**src/hdl/rjb_pkg.sv**
```systemverilog
// rjb_pkg: shared constants and types of the rtp jitter reorder buffer
// no dependencies; used by rjb_out_stage and rtp_jitter_reorder_buffer
`default_nettype none
package rjb_pkg;
  localparam int STORE_DEPTH = 32;
  localparam int IDX_W = $clog2(STORE_DEPTH);
  localparam int CNT_W = $clog2(STORE_DEPTH + 1);

  localparam int CFG_IDX_W = 1;
  localparam int CFG_DATA_W = 8;
  localparam logic [CFG_IDX_W-1:0] CFG_NACK_GAP = 1'b0;
  localparam logic [CFG_IDX_W-1:0] CFG_SKIP_GAP = 1'b1;

  localparam logic [5:0] NACK_GAP_RESET = 6'd16;
  localparam logic [7:0] SKIP_GAP_RESET = 8'd3;

  localparam logic OP_INSERT = 1'b0;
  localparam logic OP_CONSUME = 1'b1;

  localparam logic [1:0] KIND_MISSING = 2'd0;
  localparam logic [1:0] KIND_RELEASE = 2'd1;
  localparam logic [1:0] KIND_END = 2'd2;

  typedef struct packed {
    logic [1:0]  kind;
    logic [15:0] out_seq;
    logic [31:0] out_handle;
    logic        store_full;
    logic [31:0] lost_total;
    logic [31:0] received_total;
    logic        last;
  } rjb_res_t;
endpackage
`default_nettype wire

```
**src/hdl/rjb_if.sv**
```systemverilog
// rjb_in_if and rjb_out_if: valid/ready channels of the jitter buffer
// no dependencies
`default_nettype none
interface rjb_in_if;
  logic        valid;
  logic        ready;
  logic        operation;
  logic [15:0] seq_number;
  logic [31:0] packet_handle;
  modport source (output valid, output operation, output seq_number,
                  output packet_handle, input ready);
  modport sink (input valid, input operation, input seq_number,
                input packet_handle, output ready);
endinterface

interface rjb_out_if;
  logic        valid;
  logic        ready;
  logic [1:0]  kind;
  logic [15:0] out_seq;
  logic [31:0] out_handle;
  logic        store_full;
  logic [31:0] lost_total;
  logic [31:0] received_total;
  logic        last;
  modport source (output valid, output kind, output out_seq, output out_handle,
                  output store_full, output lost_total, output received_total,
                  output last, input ready);
  modport sink (input valid, input kind, input out_seq, input out_handle,
                input store_full, input lost_total, input received_total,
                input last, output ready);
endinterface
`default_nettype wire

```
**src/hdl/rjb_out_stage.sv**
```systemverilog
// rjb_out_stage: output register between the sequencer and the result channel
// depends on rjb_pkg and rjb_out_if
`default_nettype none
module rjb_out_stage
  import rjb_pkg::*;
(
  input  wire logic     clk_i,
  input  wire logic     rst_ni,
  input  wire logic     em_valid_i,
  input  wire rjb_res_t em_item_i,
  output logic          em_ready_o,
  rjb_out_if.source     out_o
);
  logic     vld_q, vld_d;
  rjb_res_t item_q;

  assign em_ready_o = !vld_q || out_o.ready;

  always_comb begin
    vld_d = vld_q;
    if (out_o.ready) vld_d = 1'b0;
    if (em_valid_i && em_ready_o) vld_d = 1'b1;
  end

  always_ff @(posedge clk_i or negedge rst_ni) begin
    if (!rst_ni) begin
      vld_q <= 1'b0;
    end else begin
      vld_q <= vld_d;
    end
  end

  always_ff @(posedge clk_i) begin
    if (em_valid_i && em_ready_o) item_q <= em_item_i;
  end

  assign out_o.valid          = vld_q;
  assign out_o.kind           = item_q.kind;
  assign out_o.out_seq        = item_q.out_seq;
  assign out_o.out_handle     = item_q.out_handle;
  assign out_o.store_full     = item_q.store_full;
  assign out_o.lost_total     = item_q.lost_total;
  assign out_o.received_total = item_q.received_total;
  assign out_o.last           = item_q.last;
endmodule
`default_nettype wire

```
**src/hdl/rtp_jitter_reorder_buffer.sv**
```systemverilog
// rtp_jitter_reorder_buffer: rtp reorder store with loss reports and release
// depends on rjb_pkg, rjb_if and rjb_out_stage
//
// in_i carries insert or consume transactions; out_o returns result
// transactions, the last one of each input flagged by last. cfg_we_i writes
// nack_gap_limit (index 0) or skip_gap_limit (index 1); the user must write
// only while idle; the block does not enforce it. One input is worked on at
// a time; in_i.ready is high only when idle. The packet store is one memory
// of STORE_DEPTH words, read one word a cycle, with valid bits in flip-flops.
// Insert: an accept step, the missing reports, a duplicate scan of the store,
// a write step and the end item.
// Consume: one scan of the store per stored packet plus one, each pick
// followed by a decision step.
// Reset empties the store and waits for the first insert; no clearing pass.
// A stalled receiver holds the sequencer at the next result; one finished
// result waits in the output register while the block takes the next input.
`default_nettype none
module rtp_jitter_reorder_buffer
  import rjb_pkg::*;
(
  input  wire logic                  clk_i,
  input  wire logic                  rst_ni,
  rjb_in_if.sink                     in_i,
  rjb_out_if.source                  out_o,
  input  wire logic                  cfg_we_i,
  input  wire logic [CFG_IDX_W-1:0]  cfg_idx_i,
  input  wire logic [CFG_DATA_W-1:0] cfg_wdata_i
);
  localparam logic [2:0] ST_IDLE  = 3'd0;
  localparam logic [2:0] ST_MISS  = 3'd1;
  localparam logic [2:0] ST_DSCAN = 3'd2;
  localparam logic [2:0] ST_WRITE = 3'd3;
  localparam logic [2:0] ST_CSCAN = 3'd4;
  localparam logic [2:0] ST_CDEC  = 3'd5;
  localparam logic [2:0] ST_END   = 3'd6;

  logic [2:0] state_q, state_d;
  logic [5:0] nack_q;
  logic [7:0] skip_q;
  logic       await_q, await_d;
  logic [15:0] exp_q, exp_d, oseq_q, oseq_d;
  logic [31:0] lost_q, lost_d, recv_q, recv_d;
  logic [STORE_DEPTH-1:0] valid_q, valid_d;
  logic [15:0] seq_q, seq_d;
  logic [31:0] handle_q, handle_d;
  logic        full_q, full_d;
  logic [15:0] mbase_q, mbase_d;
  logic [5:0]  mnum_q, mnum_d, mi_q, mi_d;
  logic [CNT_W-1:0] scnt_q, scnt_d;
  logic        rvld_q, rvld_d;
  logic [IDX_W-1:0] ridx_q, ridx_d;
  logic        dup_q, dup_d;
  logic [IDX_W-1:0] didx_q, didx_d;
  logic        bv_q, bv_d, pv_q, pv_d;
  logic [15:0] bseq_q, bseq_d, prev_q, prev_d;
  logic [31:0] bhnd_q, bhnd_d;
  logic [IDX_W-1:0] bidx_q, bidx_d;

  // store memory: {seq, handle}
  logic [47:0] mem [STORE_DEPTH];
  logic [47:0] rdata_q;
  logic        rd_en, wr_en;
  logic [IDX_W-1:0] rd_addr, wr_addr;
  logic [47:0] wdata;

  always_ff @(posedge clk_i) begin
    if (wr_en) mem[wr_addr] <= wdata;
    if (rd_en) rdata_q <= mem[rd_addr];
  end

  logic     em_valid, em_ready;
  rjb_res_t em_item;

  rjb_out_stage u_out (
    .clk_i, .rst_ni,
    .em_valid_i (em_valid),
    .em_item_i  (em_item),
    .em_ready_o (em_ready),
    .out_o      (out_o)
  );

  // lowest free slot
  logic             free_v;
  logic [IDX_W-1:0] free_idx;
  always_comb begin
    free_v = 1'b0;
    free_idx = '0;
    for (int i = STORE_DEPTH - 1; i >= 0; i--) begin
      if (!valid_q[i]) begin
        free_v = 1'b1;
        free_idx = IDX_W'(i);
      end
    end
  end

  logic        accept;
  logic [15:0] diff, rdiff;
  logic [32:0] lsum;
  logic        scan_done;
  logic [15:0] r_seq;
  logic        release_ok;

  assign in_i.ready = (state_q == ST_IDLE);
  assign accept     = in_i.valid && in_i.ready;
  assign diff       = in_i.seq_number - exp_q;
  assign lsum       = {1'b0, lost_q} + {18'b0, diff[14:0]};
  assign scan_done  = (scnt_q == CNT_W'(STORE_DEPTH)) && !rvld_q;
  assign r_seq      = rdata_q[47:32];
  assign rdiff      = bseq_q - oseq_q;
  assign release_ok = rdiff[15] || (rdiff == 16'd0) ||
                      (rdiff[14:0] <= {7'b0, skip_q});

  always_comb begin
    state_d = state_q; await_d = await_q; exp_d = exp_q; oseq_d = oseq_q;
    lost_d = lost_q; recv_d = recv_q; valid_d = valid_q;
    seq_d = seq_q; handle_d = handle_q; full_d = full_q;
    mbase_d = mbase_q; mnum_d = mnum_q; mi_d = mi_q;
    scnt_d = scnt_q; rvld_d = 1'b0; ridx_d = ridx_q;
    dup_d = dup_q; didx_d = didx_q;
    bv_d = bv_q; pv_d = pv_q; bseq_d = bseq_q; prev_d = prev_q;
    bhnd_d = bhnd_q; bidx_d = bidx_q;
    rd_en = 1'b0; rd_addr = scnt_q[IDX_W-1:0];
    wr_en = 1'b0; wr_addr = free_idx; wdata = {seq_q, handle_q};
    em_valid = 1'b0;
    em_item.kind = KIND_END;
    em_item.out_seq = 16'd0;
    em_item.out_handle = 32'd0;
    em_item.store_full = 1'b0;
    em_item.lost_total = lost_q;
    em_item.received_total = recv_q;
    em_item.last = 1'b0;

    // shared memory walk
    if (state_q == ST_DSCAN || state_q == ST_CSCAN) begin
      if (scnt_q != CNT_W'(STORE_DEPTH)) begin
        rd_en = 1'b1;
        scnt_d = scnt_q + CNT_W'(1);
        rvld_d = 1'b1;
        ridx_d = scnt_q[IDX_W-1:0];
      end
    end

    case (state_q)
      ST_IDLE: begin
        if (accept) begin
          full_d = 1'b0;
          seq_d = in_i.seq_number;
          handle_d = in_i.packet_handle;
          scnt_d = '0;
          if (in_i.operation == OP_INSERT) begin
            mnum_d = 6'd0;
            mi_d = 6'd0;
            dup_d = 1'b0;
            if (recv_q != 32'hFFFF_FFFF) recv_d = recv_q + 32'd1;
            if (await_q) begin
              exp_d = in_i.seq_number + 16'd1;
              oseq_d = in_i.seq_number;
              await_d = 1'b0;
            end else begin
              if (!diff[15] && diff != 16'd0) begin
                lost_d = lsum[32] ? 32'hFFFF_FFFF : lsum[31:0];
                if (diff[14:0] <= {9'b0, nack_q}) begin
                  mnum_d = diff[5:0];
                  mbase_d = exp_q;
                end
              end
              if (!diff[15]) exp_d = in_i.seq_number + 16'd1;
            end
            if (!await_q && !diff[15] && diff != 16'd0 &&
                diff[14:0] <= {9'b0, nack_q}) begin
              state_d = ST_MISS;
            end else begin
              state_d = ST_DSCAN;
            end
          end else begin
            pv_d = 1'b0;
            bv_d = 1'b0;
            state_d = ST_CSCAN;
          end
        end
      end
      ST_MISS: begin
        em_valid = 1'b1;
        em_item.kind = KIND_MISSING;
        em_item.out_seq = mbase_q + {10'b0, mi_q};
        if (em_ready) begin
          mi_d = mi_q + 6'd1;
          if (mi_q + 6'd1 == mnum_q) state_d = ST_DSCAN;
        end
      end
      ST_DSCAN: begin
        if (rvld_q && valid_q[ridx_q] && r_seq == seq_q) begin
          dup_d = 1'b1;
          didx_d = ridx_q;
        end
        if (scan_done) state_d = ST_WRITE;
      end
      ST_WRITE: begin
        if (dup_q) begin
          wr_en = 1'b1;
          wr_addr = didx_q;
        end else if (free_v) begin
          wr_en = 1'b1;
          valid_d[free_idx] = 1'b1;
        end else begin
          full_d = 1'b1;
        end
        state_d = ST_END;
      end
      ST_CSCAN: begin
        // smallest stored number above the last one picked
        if (rvld_q && valid_q[ridx_q] && (!pv_q || r_seq > prev_q) &&
            (!bv_q || r_seq < bseq_q)) begin
          bv_d = 1'b1;
          bseq_d = r_seq;
          bhnd_d = rdata_q[31:0];
          bidx_d = ridx_q;
        end
        if (scan_done) begin
          if (bv_q) begin
            pv_d = 1'b1;
            prev_d = bseq_q;
            state_d = ST_CDEC;
          end else begin
            state_d = ST_END;
          end
        end
      end
      ST_CDEC: begin
        if (release_ok) begin
          em_valid = 1'b1;
          em_item.kind = KIND_RELEASE;
          em_item.out_seq = bseq_q;
          em_item.out_handle = bhnd_q;
          if (em_ready) begin
            oseq_d = bseq_q + 16'd1;
            valid_d[bidx_q] = 1'b0;
            bv_d = 1'b0;
            scnt_d = '0;
            state_d = ST_CSCAN;
          end
        end else begin
          bv_d = 1'b0;
          scnt_d = '0;
          state_d = ST_CSCAN;
        end
      end
      ST_END: begin
        em_valid = 1'b1;
        em_item.kind = KIND_END;
        em_item.store_full = full_q;
        em_item.last = 1'b1;
        if (em_ready) state_d = ST_IDLE;
      end
      default: state_d = ST_IDLE;
    endcase
  end

  always_ff @(posedge clk_i or negedge rst_ni) begin
    if (!rst_ni) begin
      state_q <= ST_IDLE;
      nack_q <= NACK_GAP_RESET;
      skip_q <= SKIP_GAP_RESET;
      await_q <= 1'b1;
      exp_q <= 16'd0;
      oseq_q <= 16'd0;
      lost_q <= 32'd0;
      recv_q <= 32'd0;
      valid_q <= '0;
      scnt_q <= '0;
      rvld_q <= 1'b0;
      dup_q <= 1'b0;
      bv_q <= 1'b0;
      pv_q <= 1'b0;
      full_q <= 1'b0;
      mnum_q <= 6'd0;
      mi_q <= 6'd0;
    end else begin
      state_q <= state_d;
      if (cfg_we_i && cfg_idx_i == CFG_NACK_GAP) nack_q <= cfg_wdata_i[5:0];
      if (cfg_we_i && cfg_idx_i == CFG_SKIP_GAP) skip_q <= cfg_wdata_i;
      await_q <= await_d;
      exp_q <= exp_d;
      oseq_q <= oseq_d;
      lost_q <= lost_d;
      recv_q <= recv_d;
      valid_q <= valid_d;
      scnt_q <= scnt_d;
      rvld_q <= rvld_d;
      dup_q <= dup_d;
      bv_q <= bv_d;
      pv_q <= pv_d;
      full_q <= full_d;
      mnum_q <= mnum_d;
      mi_q <= mi_d;
    end
  end

  always_ff @(posedge clk_i) begin
    seq_q <= seq_d;
    handle_q <= handle_d;
    mbase_q <= mbase_d;
    ridx_q <= ridx_d;
    didx_q <= didx_d;
    bseq_q <= bseq_d;
    prev_q <= prev_d;
    bhnd_q <= bhnd_d;
    bidx_q <= bidx_d;
  end
endmodule
`default_nettype wire
```
**src/flat_wrapper.sv**
```systemverilog
// flat-port wrapper written by rule: the top's interface ports become plain ports
module rtp_jitter_reorder_buffer_flat import rjb_pkg::*;
  (clk_i, rst_ni, cfg_we_i, cfg_idx_i, cfg_wdata_i, in_i_valid, in_i_operation, in_i_seq_number, in_i_packet_handle, in_i_ready, out_o_valid, out_o_kind, out_o_out_seq, out_o_out_handle, out_o_store_full, out_o_lost_total, out_o_received_total, out_o_last, out_o_ready);
  rjb_in_if in_i_i ();
  rjb_out_if out_o_i ();
  input  wire logic clk_i;
  input  wire logic rst_ni;
  input  wire logic cfg_we_i;
  input  wire logic [CFG_IDX_W-1:0] cfg_idx_i;
  input  wire logic [CFG_DATA_W-1:0] cfg_wdata_i;
  input wire logic [$bits(in_i_i.valid)-1:0] in_i_valid;
  input wire logic [$bits(in_i_i.operation)-1:0] in_i_operation;
  input wire logic [$bits(in_i_i.seq_number)-1:0] in_i_seq_number;
  input wire logic [$bits(in_i_i.packet_handle)-1:0] in_i_packet_handle;
  output wire logic [$bits(in_i_i.ready)-1:0] in_i_ready;
  output wire logic [$bits(out_o_i.valid)-1:0] out_o_valid;
  output wire logic [$bits(out_o_i.kind)-1:0] out_o_kind;
  output wire logic [$bits(out_o_i.out_seq)-1:0] out_o_out_seq;
  output wire logic [$bits(out_o_i.out_handle)-1:0] out_o_out_handle;
  output wire logic [$bits(out_o_i.store_full)-1:0] out_o_store_full;
  output wire logic [$bits(out_o_i.lost_total)-1:0] out_o_lost_total;
  output wire logic [$bits(out_o_i.received_total)-1:0] out_o_received_total;
  output wire logic [$bits(out_o_i.last)-1:0] out_o_last;
  input wire logic [$bits(out_o_i.ready)-1:0] out_o_ready;
  assign in_i_i.valid = in_i_valid;
  assign in_i_i.operation = in_i_operation;
  assign in_i_i.seq_number = in_i_seq_number;
  assign in_i_i.packet_handle = in_i_packet_handle;
  assign in_i_ready = in_i_i.ready;
  assign out_o_valid = out_o_i.valid;
  assign out_o_kind = out_o_i.kind;
  assign out_o_out_seq = out_o_i.out_seq;
  assign out_o_out_handle = out_o_i.out_handle;
  assign out_o_store_full = out_o_i.store_full;
  assign out_o_lost_total = out_o_i.lost_total;
  assign out_o_received_total = out_o_i.received_total;
  assign out_o_last = out_o_i.last;
  assign out_o_i.ready = out_o_ready;
  rtp_jitter_reorder_buffer u_core (.clk_i(clk_i), .rst_ni(rst_ni), .in_i(in_i_i), .out_o(out_o_i), .cfg_we_i(cfg_we_i), .cfg_idx_i(cfg_idx_i), .cfg_wdata_i(cfg_wdata_i));
endmodule
```
**config.mk**
```make
export PLATFORM = sky130hd
export DESIGN_NAME = rtp_jitter_reorder_buffer_flat
export DESIGN_NICKNAME = d
export VERILOG_FILES = /design/src/hdl/rjb_pkg.sv /design/src/hdl/rjb_if.sv /design/src/hdl/rjb_out_stage.sv /design/src/hdl/rtp_jitter_reorder_buffer.sv /design/src/flat_wrapper.sv
export SDC_FILE = /design/constraint.sdc
export NUM_CORES = 2
export LEC_CHECK = 0
export ABC_AREA = 0
export BUFFER_PORTS_ARGS = -buffer_cell sky130_fd_sc_hd__buf_2
export CAP_MARGIN = 20
export CORE_UTILIZATION = 38
export CTS_CLUSTER_SIZE = 10
export DETAILED_ROUTE_END_ITERATION = 8
export GPL_TIMING_DRIVEN = 0
export PLACE_DENSITY = 0.51
export REMOVE_ABC_BUFFERS = 1
export SYNTH_ARGS = -nofsm -noshare
export SYNTH_HDL_FRONTEND = slang
export SYNTH_SLANG_ARGS = --single-unit
```
**constraint.sdc**
```tcl
create_clock -name clk_i -period 8.8 [get_ports clk_i]
set_clock_uncertainty 0.2 [all_clocks]
set_input_delay 0.88 -clock clk_i [delete_from_list [all_inputs] [get_ports clk_i]]
set_output_delay 0.88 -clock clk_i [all_outputs]
set_load 0.02 [all_outputs]
```
==> qor.txt <==
sequential power share: 42.5%
LEAKAGE: 0.0314 uW
Least-Margin Pin Slew: 1.11 ns
Hold Vio Cnt, Final: 0
Cell Area, Synth: 0.0808 mm2
Min Hold Slack: 0.0750 ns
crit start category: flip-flop
CP Max Fanout: 24
routed via count: 41400
Starting Density: 38.4%
Die Area: 0.215 mm2
gpl congestion: 0.851
Sw Share: 29.5%
share of the synthesized area in the top cell type: 68.5%
RSZ-0062 raised after global routing: no
Hold WC Path Type: in -> reg
ys flop type: edfxtp_1
Clock Tree Root: clkbuf_16
clock group share of total power: 29.6%
number of instances in the synthesized netlist: 4110
largest cells by area after synthesis: edfxtp_1 68%, mux4_2 14%, dfrtp_1 5.1%, ha_1 1.6%, mux2_2 1.0%
Seq/Total Area, Yosys: 73.7%
worst path cell trace: ha_1 -> inv_1 -> fa_1 -> a211oi_1 -> o21ai_1 -> a311o_1 -> a31o_1 -> a21oi_2 -> xor2_2 -> inv_1 -> ha_1 -> and2_1 -> a22o_1 -> a311o_1 -> nand2b_1 -> nand2_1 -> mux2_2
post-layout util: 45.1%
Cell Rows: 168
Worst path max stage delay: 0.74 ns
largest net degree at the start of global routing: 89
Sw Pwr: 8290 uW
setup bufs post-CTS: 0
Congestion Overflow GR: 0
min-delay src: cfg_wdata_i[7]
final setup fails: 0
vias per cell: 5.57
final worst-path cycle share: 64.0%
I/O pin count: 181
Max Root-Sink Buffers: 3
PwrDens: 296 mW/mm2
Detailed Place HPWL: 134 mm
Port Buf Inserts: 180
Slew HR: 26.3%
Distinct cells, synth: 92
synthesized area per cell: 19.7 um2
reg2reg start: u_core.exp_q[0]
peak supply drop: 234 uV
Critical Path Start: u_core.exp_q[0]
fraction of layout cells with a size suffix above 1: 26.6%
Max Cap Viol: 0
EDFF count, synth: 1843
Max Clock Freq: 0.177 GHz
htree depth: 4
first-pass GRT wire length: 308 mm
Final Max Tran Viols: 0
drt drc: 0
Core Region: 0.210 mm2
clock sink count: 2013
Die W: 463 um
final worst path period need: 5.64 ns
vias in the first global route: 42100
drt total wl: 214 mm
Starting DRT DRC Count: 4297
CP Class: reg -> reg
Comb pwr share: 27.8%
Detail Route Antenna Nets: 0
most common cell in the synthesized netlist: edfxtp_1
Synth Register Bits: 2013
DR WL/cell: 28.8 um
TNS Setup: 0 ns
outcome: finished clean
Synth area leader: edfxtp_1
final net count: 4707
Synth top cells by count: 1843 x edfxtp_1, 490 x mux4_2, 173 x nand2_1
nature of the critical path endpoint: flip-flop
CTS buffer count: 224
Tot Pwr: 28100 uW
worst-path cell with the longest stage delay: nand2b_1
Clock Latency Late Sink: 0.85 ns
Cell Int Power: 19800 uW
CTS tree: built
GRT Total Usage: 19.9%
CP required: 9.30 ns
Die Ht: 463 um
asr flop ratio synth: 8.45%
initial antenna violation count: 5
DRT Pass-1 Iters: 6
Reg clk slew, reported paths: 0.06 ns
Data arrival, critical path: 6.14 ns
Synth-to-Final Area Change: 17.5%
Synth Warn #: 0
[layout by cell type, fill, tap and decap left out, types with 70 or more instances in the layout]
| cell type | instances |
|---|---|
| nand2_1 | 173 |
| edfxtp_1 | 1843 |
| mux4_2 | 490 |
| mux2_2 | 75 |
| clkbuf_16 | 227 |
| o21ai_0 | 104 |
| buf_2 | 179 |
| xnor2_1 | 87 |
| a21oi_1 | 70 |
| dfrtp_1 | 161 |
| ha_1 | 102 |
| buf_12 | 83 |
| inv_1 | 126 |
| nor2_1 | 102 |
[timing repair]
item	in CTS	in global routing
endpoints found under the hold margin	106	0
hold buffers	26	0
resized for setup	0	0
[power groups by stage]
stage	Combinational, uW	Clock, uW	Sequential (uW)
floorplan	5830	0	12600
global route	8460	8850	12000
CTS	7930	8510	12000
detailed placement	7890	0	12200
finish	7810	8330	12000
global placement	6940	0	12900
[path summary, 6_finish.rpt]
| path | endpoint | cells past startpoint | slack (ns) |
|---|---|---|---|
| max in group asynchronous | u_core.lost_q[30] | 3 | 7.05 |
| min in group asynchronous | u_core.recv_q[6] | 2 | 0.44 |
| worst min-delay path | u_core.skip_q[7] | 2 | 0.07 |
| worst max-delay path | u_core.lost_q[20] | 17 | 3.16 |
| worst max register to register | u_core.lost_q[20] | 17 | 3.16 |
| worst min register to register | u_core.bhnd_q[19] | 0 | 0.22 |
[sequential cells by signal, summed over array words and instances (netlist names), 32 cells and up]
register and cells:
u_core.mem 1536, u_core.rdata_q 48, u_core.bhnd_q 32, u_core.handle_q 32, u_core.lost_q 32, u_core.recv_q 32
u_core.u_out.out_o.lost_total 32, u_core.u_out.out_o.out_handle 32, u_core.u_out.out_o.received_total 32, u_core.valid_q 32
[per-stage QoR]
step / cell area [um2] / instances / worst slack [ns]
floorplan: 80200 / 3954 / -8.22
global placement: 84600 / 6939 / -18.14
detailed placement: 88200 / 7083 / 2.36
CTS: 94700 / 7409 / 3.14
global route: 94900 / 7417 / 2.82
finish: 94900 / 7418 / 3.16
[critical path: cells and delay by family, from the launching register on]
kind / cells / cell delay, ns
compound gates: 7 / 2.11
buf+inv: 2 / 0.14
xor+xnor: 1 / 0.41
flops: 1 / 0.37
fa+ha+maj: 3 / 0.96
simple gates: 3 / 1.03
mux: 1 / 0.29
[metal layers]
layer | up-vias | wire length [um] | share of wire [%] | global-route usage [%]
met3 | 255 | 11800 | 5.5 | 3.00
met2 | 1330 | 97500 | 46 | 30.3
met4 | 4 | 3620 | 1.7 | 4.27
li1 | 17600 | - | - | -
met5 | - | 26 | 0.012 | 0
met1 | 22200 | 101000 | 47 | 30.1
[logic make-up after synthesis]
family / synth area share, %
fa+ha+maj: 1.68
mux: 14.9
compound gates: 3.04
simple gates: 3.86
flops: 73.7
xor+xnor: 1.45
buf+inv: 1.34
[area by class of cell]
cell class | instances | area, um2
fill | 17800 | 115000
clock buffer | 285 | 5950
antenna | 1 | 2.50
inverter | 127 | 482
timing repair buffer | 358 | 4610
multi-input combinational | 1814 | 20400
sequential | 2013 | 59600
tap | 2805 | 3510
clock inverter | 15 | 317
Power figures use the tool's default switching activity.
